### src/rtl/fanidx_pkg.sv
// Shared types and constants for the geomipmap fan index generator.
// No dependencies; imported by every module of the block.
`timescale 1ns / 1ps
`default_nettype none

package fanidx_pkg;

	// Vertex index width; all index arithmetic wraps at this width
	localparam int IDX_W = 22;
	// Register widths and config port
	localparam int STRIDE_W = 14;
	localparam int PSIZE_W = 9;
	localparam int CFG_IDX_W = 1;
	localparam int CFG_DATA_W = 14;
	// Step width: up to 2^(lod+1) with the widest neighbour lod
	localparam int STEP_W = 9;

	// Register indexes
	localparam logic [CFG_IDX_W-1:0] REG_ROW_STRIDE = 1'd0;
	localparam logic [CFG_IDX_W-1:0] REG_PATCH_SIZE = 1'd1;

	// Reset values
	localparam logic [STRIDE_W-1:0] ROW_STRIDE_RST = 14'd257;
	localparam logic [PSIZE_W-1:0] PATCH_SIZE_RST = 9'd33;

	// Fan sides in walk order
	localparam logic [1:0] SIDE_LEFT = 2'd0;
	localparam logic [1:0] SIDE_TOP = 2'd1;
	localparam logic [1:0] SIDE_RIGHT = 2'd2;
	localparam logic [1:0] SIDE_BOTTOM = 2'd3;

	// Depth of the queue between front and back
	localparam int QDEPTH = 4;
	localparam int QPTR_W = $clog2(QDEPTH);
	localparam int QCNT_W = $clog2(QDEPTH + 1);

	typedef struct packed {
		logic [7:0] fan_x;
		logic [7:0] fan_z;
		logic [2:0] lod_core;
		logic [3:0] lod_left;
		logic [3:0] lod_right;
		logic [3:0] lod_top;
		logic [3:0] lod_bottom;
	} fanidx_item_t;

	typedef struct packed {
		logic [IDX_W-1:0] vertex_center;
		logic [IDX_W-1:0] vertex_first;
		logic [IDX_W-1:0] vertex_second;
		logic last_triangle;
	} fanidx_result_t;

	// One classified fan: start vertices, per-side signed step and two-triangle flags
	typedef struct packed {
		logic [IDX_W-1:0] center;
		logic [IDX_W-1:0] first_a;
		logic [IDX_W-1:0] first_b;
		logic [3:0][IDX_W-1:0] delta;
		logic [3:0] two_tri;
	} fanidx_entry_t;

endpackage

`default_nettype wire

### src/rtl/geomip_fan_index_generator_core.sv
// Top level of the geomipmap fan index generator: config registers, front, queue, back.
// Depends on fanidx_pkg, fanidx_front, fanidx_queue, fanidx_back.
`timescale 1ns / 1ps
`default_nettype none

// A fan is taken when start is high and busy low. It yields 4 to 8 triangle beats,
// one per cycle on result_valid; the receiver cannot stall, so every beat must be
// taken as it comes. The back walker emits one triangle per cycle, and queued fans
// follow each other with no gap between their beats. A fan taken while the walker
// is idle passes the two front stages, the queue, the walker state and the result
// register before its first beat. busy rises once the two front stages and the
// four-entry queue hold as many fans as the queue can absorb. The user must write
// row_stride and patch_size only while the block is idle; the block does not enforce it.
module geomip_fan_index_generator_core
	import fanidx_pkg::*;
#(
	parameter int MAX_ROW_STRIDE = 8192,
	parameter int MAX_LOD = 7
) (
	input  wire logic                  clk,
	input  wire logic                  arst_n,
	input  wire logic                  start,
	output      logic                  busy,
	input  wire fanidx_item_t          item,
	output      logic                  result_valid,
	output      fanidx_result_t        result,
	input  wire logic                  cfg_write,
	input  wire logic [CFG_IDX_W-1:0]  cfg_index,
	input  wire logic [CFG_DATA_W-1:0] cfg_data
);

	localparam int WMAX_I = (MAX_ROW_STRIDE > 16383) ? 16383 : MAX_ROW_STRIDE;
	localparam logic [STRIDE_W-1:0] WMAX = STRIDE_W'(WMAX_I);

	logic [STRIDE_W-1:0] row_stride_q;
	logic [PSIZE_W-1:0] patch_size_q;
	logic [STRIDE_W-1:0] stride;
	logic accept;
	logic push, pop, not_empty;
	fanidx_entry_t push_data, head;
	logic [1:0] in_flight;
	logic [QCNT_W-1:0] count;

	// Configuration registers
	always_ff @(posedge clk or negedge arst_n) begin
		if (!arst_n) begin
			row_stride_q <= ROW_STRIDE_RST;
			patch_size_q <= PATCH_SIZE_RST;
		end else if (cfg_write) begin
			unique case (cfg_index)
				REG_ROW_STRIDE: row_stride_q <= cfg_data[STRIDE_W-1:0];
				REG_PATCH_SIZE: patch_size_q <= cfg_data[PSIZE_W-1:0];
				default: ;
			endcase
		end
	end

	// Stride clamp and credit check against queue room
	always_comb begin
		stride = (row_stride_q > WMAX) ? WMAX : row_stride_q;
		busy = (5'(count) + 5'(in_flight)) >= 5'(QDEPTH);
		accept = start && !busy;
	end

	fanidx_front #(
		.MAX_LOD(MAX_LOD)
	) u_front (
		.clk       (clk),
		.arst_n    (arst_n),
		.accept    (accept),
		.item      (item),
		.stride    (stride),
		.patch_size(patch_size_q),
		.push      (push),
		.push_data (push_data),
		.in_flight (in_flight)
	);

	fanidx_queue u_queue (
		.clk      (clk),
		.arst_n   (arst_n),
		.push     (push),
		.push_data(push_data),
		.pop      (pop),
		.head     (head),
		.not_empty(not_empty),
		.count    (count)
	);

	fanidx_back u_back (
		.clk         (clk),
		.arst_n      (arst_n),
		.head        (head),
		.not_empty   (not_empty),
		.pop         (pop),
		.result_valid(result_valid),
		.result      (result)
	);

endmodule

`default_nettype wire

### src/rtl/fanidx_front.sv
// Front end: classifies each fan (edge levels, steps) and forms start indices.
// Depends on fanidx_pkg. Two register stages, the multipliers sit in stage 2.
`timescale 1ns / 1ps
`default_nettype none

module fanidx_front
	import fanidx_pkg::*;
#(
	parameter int MAX_LOD = 7
) (
	input  wire logic                clk,
	input  wire logic                arst_n,
	input  wire logic                accept,
	input  wire fanidx_item_t        item,
	input  wire logic [STRIDE_W-1:0] stride,
	input  wire logic [PSIZE_W-1:0]  patch_size,
	output      logic                push,
	output      fanidx_entry_t       push_data,
	output      logic [1:0]          in_flight
);

	localparam logic [2:0] LC_MAX = 3'(MAX_LOD);
	localparam logic [3:0] NL_MAX = 4'(MAX_LOD + 1);

	logic [2:0] lc;
	logic [3:0] nl, nr, nt, nb;
	logic [3:0] el, er, et, eb;
	logic signed [10:0] end_pos;
	logic on_right, on_top;

	// Stage 1 registers
	logic v_s1;
	logic [7:0] x_s1, z_s1, sc_s1;
	logic [STEP_W-1:0] sl_s1, st_s1, sr_s1, sb_s1;
	logic [3:0] two_s1;
	logic [STRIDE_W-1:0] w_s1;

	// Stage 2 registers
	logic v_s2;
	logic [7:0] x_s2, sc_s2;
	logic [IDX_W-1:0] zw_s2, zcw_s2, slw_s2, srw_s2;
	logic [STEP_W-1:0] st_s2, sb_s2;
	logic [3:0] two_s2;

	// Saturate levels and pick per-side edge level from the border test
	always_comb begin
		lc = (item.lod_core > LC_MAX) ? LC_MAX : item.lod_core;
		nl = (item.lod_left > NL_MAX) ? NL_MAX : item.lod_left;
		nr = (item.lod_right > NL_MAX) ? NL_MAX : item.lod_right;
		nt = (item.lod_top > NL_MAX) ? NL_MAX : item.lod_top;
		nb = (item.lod_bottom > NL_MAX) ? NL_MAX : item.lod_bottom;
		end_pos = $signed({2'b00, patch_size}) - 11'sd1
			- $signed(11'(11'd1 << ({1'b0, lc} + 4'd1)));
		on_right = !end_pos[10] && (end_pos[9:0] == {2'b00, item.fan_x});
		on_top = !end_pos[10] && (end_pos[9:0] == {2'b00, item.fan_z});
		el = (item.fan_x == 8'd0) ? nl : {1'b0, lc};
		er = on_right ? nr : {1'b0, lc};
		eb = (item.fan_z == 8'd0) ? nb : {1'b0, lc};
		et = on_top ? nt : {1'b0, lc};
	end

	always_ff @(posedge clk or negedge arst_n) begin
		if (!arst_n) begin
			v_s1 <= 1'b0;
			v_s2 <= 1'b0;
		end else begin
			v_s1 <= accept;
			v_s2 <= v_s1;
		end
	end

	// Stage 1: steps and flags
	always_ff @(posedge clk) begin
		x_s1 <= item.fan_x;
		z_s1 <= item.fan_z;
		sc_s1 <= 8'(8'd1 << lc);
		sl_s1 <= STEP_W'(9'd1 << el);
		st_s1 <= STEP_W'(9'd1 << et);
		sr_s1 <= STEP_W'(9'd1 << er);
		sb_s1 <= STEP_W'(9'd1 << eb);
		two_s1[SIDE_LEFT] <= (el == {1'b0, lc});
		two_s1[SIDE_TOP] <= (et == {1'b0, lc});
		two_s1[SIDE_RIGHT] <= (er == {1'b0, lc});
		two_s1[SIDE_BOTTOM] <= (eb == {1'b0, lc});
		w_s1 <= stride;
	end

	// Stage 2: row products
	always_ff @(posedge clk) begin
		x_s2 <= x_s1;
		sc_s2 <= sc_s1;
		zw_s2 <= IDX_W'({9'd0, z_s1} * {3'd0, w_s1});
		zcw_s2 <= IDX_W'(({1'b0, z_s1} + {1'b0, sc_s1}) * {3'd0, w_s1});
		slw_s2 <= IDX_W'({8'd0, sl_s1} * {3'd0, w_s1});
		srw_s2 <= IDX_W'({8'd0, sr_s1} * {3'd0, w_s1});
		st_s2 <= st_s1;
		sb_s2 <= sb_s1;
		two_s2 <= two_s1;
	end

	// Queue entry: start vertices and signed per-side steps
	always_comb begin
		push = v_s2;
		push_data.center = zcw_s2 + IDX_W'(x_s2) + IDX_W'(sc_s2);
		push_data.first_a = zw_s2 + IDX_W'(x_s2);
		push_data.first_b = zw_s2 + IDX_W'(x_s2) + slw_s2;
		push_data.delta[SIDE_LEFT] = slw_s2;
		push_data.delta[SIDE_TOP] = IDX_W'(st_s2);
		push_data.delta[SIDE_RIGHT] = IDX_W'(0) - srw_s2;
		push_data.delta[SIDE_BOTTOM] = IDX_W'(0) - IDX_W'(sb_s2);
		push_data.two_tri = two_s2;
		in_flight = {1'b0, v_s1} + {1'b0, v_s2};
	end

endmodule

`default_nettype wire

### src/rtl/fanidx_queue.sv
// Short FIFO of classified fans between front and back.
// Depends on fanidx_pkg. Flip-flop storage, combinational head read.
`timescale 1ns / 1ps
`default_nettype none

module fanidx_queue
	import fanidx_pkg::*;
(
	input  wire logic              clk,
	input  wire logic              arst_n,
	input  wire logic              push,
	input  wire fanidx_entry_t     push_data,
	input  wire logic              pop,
	output      fanidx_entry_t     head,
	output      logic              not_empty,
	output      logic [QCNT_W-1:0] count
);

	fanidx_entry_t mem_q [QDEPTH];
	logic [QPTR_W-1:0] wr_ptr_q, rd_ptr_q;
	logic [QCNT_W-1:0] count_q;

	// Storage
	always_ff @(posedge clk) begin
		if (push) begin
			mem_q[wr_ptr_q] <= push_data;
		end
	end

	// Pointers and fill count
	always_ff @(posedge clk or negedge arst_n) begin
		if (!arst_n) begin
			wr_ptr_q <= '0;
			rd_ptr_q <= '0;
			count_q <= '0;
		end else begin
			if (push) wr_ptr_q <= wr_ptr_q + QPTR_W'(1);
			if (pop) rd_ptr_q <= rd_ptr_q + QPTR_W'(1);
			count_q <= count_q + QCNT_W'(push) - QCNT_W'(pop);
		end
	end

	assign head = mem_q[rd_ptr_q];
	assign not_empty = (count_q != '0);
	assign count = count_q;

	// Credits upstream must keep the queue from overflowing
	assert property (@(posedge clk) disable iff (!arst_n)
		push && !pop |-> count_q != QCNT_W'(QDEPTH))
		else $error("fanidx_queue: push into full queue");
	assert property (@(posedge clk) disable iff (!arst_n)
		pop |-> count_q != '0)
		else $error("fanidx_queue: pop from empty queue");

endmodule

`default_nettype wire

### src/rtl/fanidx_back.sv
// Back end: walks the fan perimeter into the result register, one triangle per cycle
// while a fan is active. Depends on fanidx_pkg. Pulls classified fans from fanidx_queue.
`timescale 1ns / 1ps
`default_nettype none

module fanidx_back
	import fanidx_pkg::*;
(
	input  wire logic           clk,
	input  wire logic           arst_n,
	input  wire fanidx_entry_t  head,
	input  wire logic           not_empty,
	output      logic           pop,
	output      logic           result_valid,
	output      fanidx_result_t result
);

	logic active_q;
	logic [IDX_W-1:0] center_q, a_q, b_q;
	logic [3:0][IDX_W-1:0] delta_q;
	logic [3:0] two_q;
	logic [1:0] side_q;
	logic second_q;
	logic valid_q;
	fanidx_result_t result_q;

	logic last, stay;
	logic [1:0] nside;

	// Next step of the walk
	always_comb begin
		last = (side_q == SIDE_BOTTOM) && (second_q || !two_q[SIDE_BOTTOM]);
		stay = !second_q && two_q[side_q];
		nside = stay ? side_q : side_q + 2'd1;
		pop = not_empty && (!active_q || last);
	end

	// Walker control
	always_ff @(posedge clk or negedge arst_n) begin
		if (!arst_n) begin
			active_q <= 1'b0;
			valid_q <= 1'b0;
			side_q <= SIDE_LEFT;
			second_q <= 1'b0;
		end else begin
			valid_q <= active_q;
			if (pop) begin
				active_q <= 1'b1;
				side_q <= SIDE_LEFT;
				second_q <= 1'b0;
			end else if (active_q && last) begin
				active_q <= 1'b0;
			end else if (active_q) begin
				side_q <= nside;
				second_q <= stay;
			end
		end
	end

	// Walker datapath and result register
	always_ff @(posedge clk) begin
		result_q.vertex_center <= center_q;
		result_q.vertex_first <= a_q;
		result_q.vertex_second <= b_q;
		result_q.last_triangle <= last;
		if (pop) begin
			center_q <= head.center;
			a_q <= head.first_a;
			b_q <= head.first_b;
			delta_q <= head.delta;
			two_q <= head.two_tri;
		end else if (active_q) begin
			a_q <= b_q;
			b_q <= b_q + delta_q[nside];
		end
	end

	assign result_valid = valid_q;
	assign result = result_q;

	// Every active cycle yields exactly one beat
	assert property (@(posedge clk) disable iff (!arst_n)
		active_q |=> result_valid)
		else $error("fanidx_back: active cycle without result beat");
	assert property (@(posedge clk) disable iff (!arst_n)
		!active_q |=> !result_valid)
		else $error("fanidx_back: result beat while idle");
	// A second triangle only on a side that keeps both
	assert property (@(posedge clk) disable iff (!arst_n)
		active_q && second_q |-> two_q[side_q])
		else $error("fanidx_back: second triangle on a stitched side");

endmodule

`default_nettype wire

### config.mk
export PLATFORM = sky130hd
export DESIGN_NAME = geomip_fan_index_generator_core
export DESIGN_NICKNAME = d
export VERILOG_FILES = /design/src/rtl/fanidx_pkg.sv /design/src/rtl/geomip_fan_index_generator_core.sv /design/src/rtl/fanidx_front.sv /design/src/rtl/fanidx_queue.sv /design/src/rtl/fanidx_back.sv
export SDC_FILE = /design/constraint.sdc
export NUM_CORES = 2
export LEC_CHECK = 0
export BUFFER_PORTS_ARGS = -buffer_cell sky130_fd_sc_hd__clkbuf_2
export CAP_MARGIN = 25
export CORE_MARGIN = 8
export CORE_UTILIZATION = 65
export CTS_BUF_LIST = sky130_fd_sc_hd__clkbuf_4 sky130_fd_sc_hd__clkbuf_8
export CTS_CLUSTER_DIAMETER = 200
export DETAILED_ROUTE_END_ITERATION = 6
export GPL_ROUTABILITY_DRIVEN = 0
export PLACE_DENSITY = 0.82
export SLEW_MARGIN = 20
export SYNTH_ARGS = -nofsm -noshare
export SYNTH_HDL_FRONTEND = slang
export SYNTH_SLANG_ARGS = --single-unit
export TNS_END_PERCENT = 1
### constraint.sdc
create_clock -name clk -period 8.3 [get_ports clk]
set_clock_uncertainty 0.05 [all_clocks]
set_input_delay 0.83 -clock clk [delete_from_list [all_inputs] [get_ports clk]]
set_output_delay 0.83 -clock clk [all_outputs]
set_load 0.01 [all_outputs]
==> results.txt <==
----------------------------------------------------
[Status]
  Result of the run ... finished, final reports clean

[Critical path]
  Class of the most critical setup path ... register to register
  Setup crit end kind ... register
  Largest fanout of any net on the critical path ... 15
  Critical path startpoint category ... register
  Required time of the worst setup path ... 8.91 ns
  CP arrival ... 7.76 ns

[Global route]
  Via count of the first global-routing pass ... 32820
  First-pass GRT wire length ... 183.6 mm
  Number of antenna violations at the first check in global routing ... 7
  Leftover overflow at the end of global routing ... 0
  Largest net degree at the start of global routing ... 158
  Total global routing track utilization ... 26.54%

[Floorplanning]
  Initial core utilization ... 65.60%
  Die Footprint ... 88880 um^2
  Area of the core region ... 78870 um^2
  Die Span Y ... 298.1 um
  I/O Pins ... 123
  Chip width ... 298.1 um
  Placement Rows ... 103

[Detailed routing]
  DRC errors left ... 0
  Vias/cell ... 5.930
  Final wirelength ... 117.2 mm
  Pre-antenna DRT Iters ... 7
  Overall via count from detail_route ... 31340
  Number of DRC markers in iteration 0 ... 2847
  Post-detailed-route wirelength per cell ... 22.18 um
  Number of routed nets with antenna violations ... 0

[STA]
  Measured slew at the worst slew-check pin ... 1.041 ns
  Final Hold Fails ... 0
  Max Slew Vio Count ... 0
  Max_slew headroom ... 30.07%
  Min cycle time layout ... 7.143 ns
  Fmax ... 140.0 MHz
  Number of failing setup endpoints in the final timing report ... 0
  Final clock period utilization by the worst path ... 86.06%
  Setup TNS ... 0 ns
  RSZ-0062 raised after global routing ... false

[Min path]
  Hold WC Path Type ... primary input to asynchronous set/reset pin

[Synth]
  Mean Syn Cell Area ... 13.19 um^2
  Number of enable-type register cells in the synthesized netlist ... 665
  Area of the mapped netlist ... 51740 um^2
  YS warnings ... 0
  Primary FF master, synth ... edfxtp_1
  Distinct cells, synth ... 79
  Share of flip-flops with an asynchronous set or reset ... 3.803%
  Syn Nets ... 4567
  Number of synthesized register bits ... 973
  Synthesized instance count ... 3923
  Sequential share of the synthesized area ... 50.88%

[Pwr]
  Fraction of power spent switching nets ... 37.25%
  Pint ... 13.28 mW
  Switching power summed over all nets ... 7.887 mW
  Relative contribution of sequential cells to total power ... 37.3%
  Worst voltage drop across the vdd grid ... 0.0003067 V
  Proportion of power drawn by combinational gates ... 42.4%
  Clk network pwr share ... 20.3%
  Final Total Pwr ... 21.17 mW
  Leakage power ... 22.98 nW
  Power density relative to cell area ... 372.5 nW/um^2

[Clock network]
  Setup fix buffers added after clock tree synthesis ... 0
  CTS sink cnt ... 973
  Register clock-pin slew on the reported worst setup and hold paths ... 0.06 ns
  CTS tree ... done
  Clock buffers created by TritonCTS ... 154
  Htree depth ... 4
  Count of hold-fix buffers inserted at cts ... 0
  Post-cts sizing count ... 0
  Maximum clock path buffer count ... 3
  CTS Root Buffer Type ... clkbuf_8
  Clock latency on the worst-skew pair ... 0.81 ns

[Place]
  Count of input and output buffers ... 122
  Detail Placement HPWL ... 80.92 mm

[Cells and area]
  Net count of the finished layout ... 4742
  Area delta synth->final ... 9.844%
  Fraction of layout instances using a drive strength above 1 ... 15.39%
  Multi-input gate area in the final layout ... 23270 um^2
  Storage element area ... 26340 um^2
  Filler Cells Inserted ... 4997

[Run]
  Number of maximum-capacitance violations ... 0

----------------------------------------------------
[registers in the layout (all words and copies together), names as in the netlist, 14 cells and up]
name and cells:
row_stride_q 14, u_back.a_q 22, u_back.b_q 22, u_back.center_q 22, u_back.delta_q 63, u_back.result 67
u_front.slw_s2 22, u_front.srw_s2 22, u_front.w_s1 14, u_front.zcw_s2 22, u_front.zw_s2 22, u_queue.mem_q 532
[synth_stat cells (10+ instances only)]
cell / number / area share [%]
nor2_1: 110 / 0.80
a21o_1: 46 / 0.67
dfrtp_1: 33 / 1.6
a21oi_1: 106 / 1.0
o21bai_1: 18 / 0.26
nand2_1: 343 / 2.5
nor3_1: 41 / 0.40
fa_1: 339 / 13
nor4_1: 18 / 0.22
o21ai_0: 94 / 0.91
dfxtp_1: 271 / 10
o211ai_1: 10 / 0.15
a211oi_1: 12 / 0.17
mux4_2: 142 / 6.2
mux2i_1: 32 / 0.62
edfxtp_1: 665 / 39
o21a_1: 19 / 0.28
xor2_1: 69 / 1.2
buf_1: 10 / 0.073
inv_1: 438 / 3.2
a31oi_1: 19 / 0.23
nand3b_1: 16 / 0.23
xnor2_1: 139 / 2.4
nor2b_1: 38 / 0.46
nand3_1: 30 / 0.29
clkbuf_1: 107 / 0.78
o21ai_1: 13 / 0.13
nand4_1: 13 / 0.16
and3_1: 21 / 0.25
and2_1: 242 / 2.9
buf_2: 19 / 0.18
mux2_2: 49 / 1.1
ha_1: 251 / 6.1
nand2b_1: 30 / 0.36
[cells by family after synthesis]
group	after synthesis	synth area share, %
and+or+nand+nor	940	9.146
AOI/OAI and AO/OA	408	5.011
other	1	0.007248
muxes	223	7.866
adders and majority gates	590	19.19
buffers and inverters	577	4.254
xor gates and xnor gates	211	3.651
DFF	973	50.88
[critical path: stages, from the launching register on]
cell	delay, ns
dfxtp_1	0.60
ha_1	0.27
inv_1	0.06
fa_1	0.41
nor2b_1	0.15
o21ai_1	0.10
a21boi_0	0.41
o21ai_0	0.13
a21boi_1	0.77
and2_1	0.27
fa_1	0.42
fa_1	0.48
fa_1	0.50
inv_1	0.06
fa_1	0.51
inv_1	0.06
ha_1	0.34
a21o_1	0.19
a21oi_1	0.30
o21ai_0	0.13
a311oi_1	0.49
a21oi_1	0.15
xor2_1	0.16
[power groups by stage]
stage,clock network (mW),logic [mW],registers (mW)
floorplan,0,6.54,7.70
global placement,0,8.52,7.89
detailed placement,0,8.83,7.97
CTS,4.37,8.94,7.89
global route,4.59,9.86,7.98
finish,4.30,8.98,7.89
[layer usage]
layer	vias up	track usage, %	share of wire [%]
li1	13960	-	-
met1	15680	32.80	38
met2	1376	43.91	49
met3	323	5.547	7.3
met4	0	14.29	5.5
met5	-	0	0
[layout make-up]
cell class | count | area share (%)
Sequential cell | 973 | 46.34
Multi-Input combinational cell | 2373 | 40.94
Clock buffer | 226 | 4.867
Inverter | 438 | 2.893
Tap cell | 1050 | 2.312
Timing Repair Buffer | 158 | 1.651
Clock inverter | 61 | 0.9709
Antenna cell | 6 | 0.02642
[per-stage QoR]
step / instance area (um^2) / hold WS [ns] / worst slack (ns) / utilization, % / std cells
2_1_floorplan: 51740 / 0.2596 / 2.465 / - / 3923
3_3_place_gp: 53420 / 0.2604 / 1.595 / 67.73 / 4987
3_5_place_dp: 53440 / 0.2621 / 1.381 / 67.76 / 4990
4_1_cts: 56760 / 0.02098 / 1.230 / 71.96 / 5277
5_1_grt: 56830 / 0.07707 / 0.7765 / 72.06 / 5284
6_report: 56830 / 0.06931 / 1.157 / 72.06 / 5285
[final timing paths]
path | start | end | slack (ns) | cells past startpoint
worst max-delay path | u_front.z_s1[0]$_DFF_P_ | u_front.zcw_s2[20]$_DFF_P_ | 1.16 | 22
worst min-delay path | arst_n | u_back.result_valid$_DFF_PN0_ | 0.07 | 2
worst max register to register | u_front.z_s1[0]$_DFF_P_ | u_front.zcw_s2[20]$_DFF_P_ | 1.16 | 22
worst min register to register | u_front.st_s1[6]$_SDFF_PP0_ | u_front.st_s2[6]$_DFF_P_ | 0.25 | 0
max in group asynchronous | arst_n | u_queue.rd_ptr_q[1]$_DFFE_PN0P_ | 7.64 | 2
min in group clk | item[31] | u_front.x_s1[4]$_DFF_P_ | 0.12 | 1
[placed cells by master, fill, tap and decap left out, types with 38 or more instances in the layout]
master	synthesis	layout
edfxtp_1	665	665
xor2_1	69	68
fa_1	339	339
clkbuf_8	0	171
clkbuf_2	0	122
inv_1	438	438
nor2_1	110	110
nand2_1	343	343
nor2b_1	38	38
o21ai_0	94	94
a21oi_1	106	105
and2_1	242	238
a21o_1	46	46
xnor2_1	139	138
ha_1	251	251
mux4_2	142	142
dfxtp_1	271	266
clkbuf_4	0	55
mux2_2	49	49
nor3_1	41	41
(Power assumes the default switching activity.)
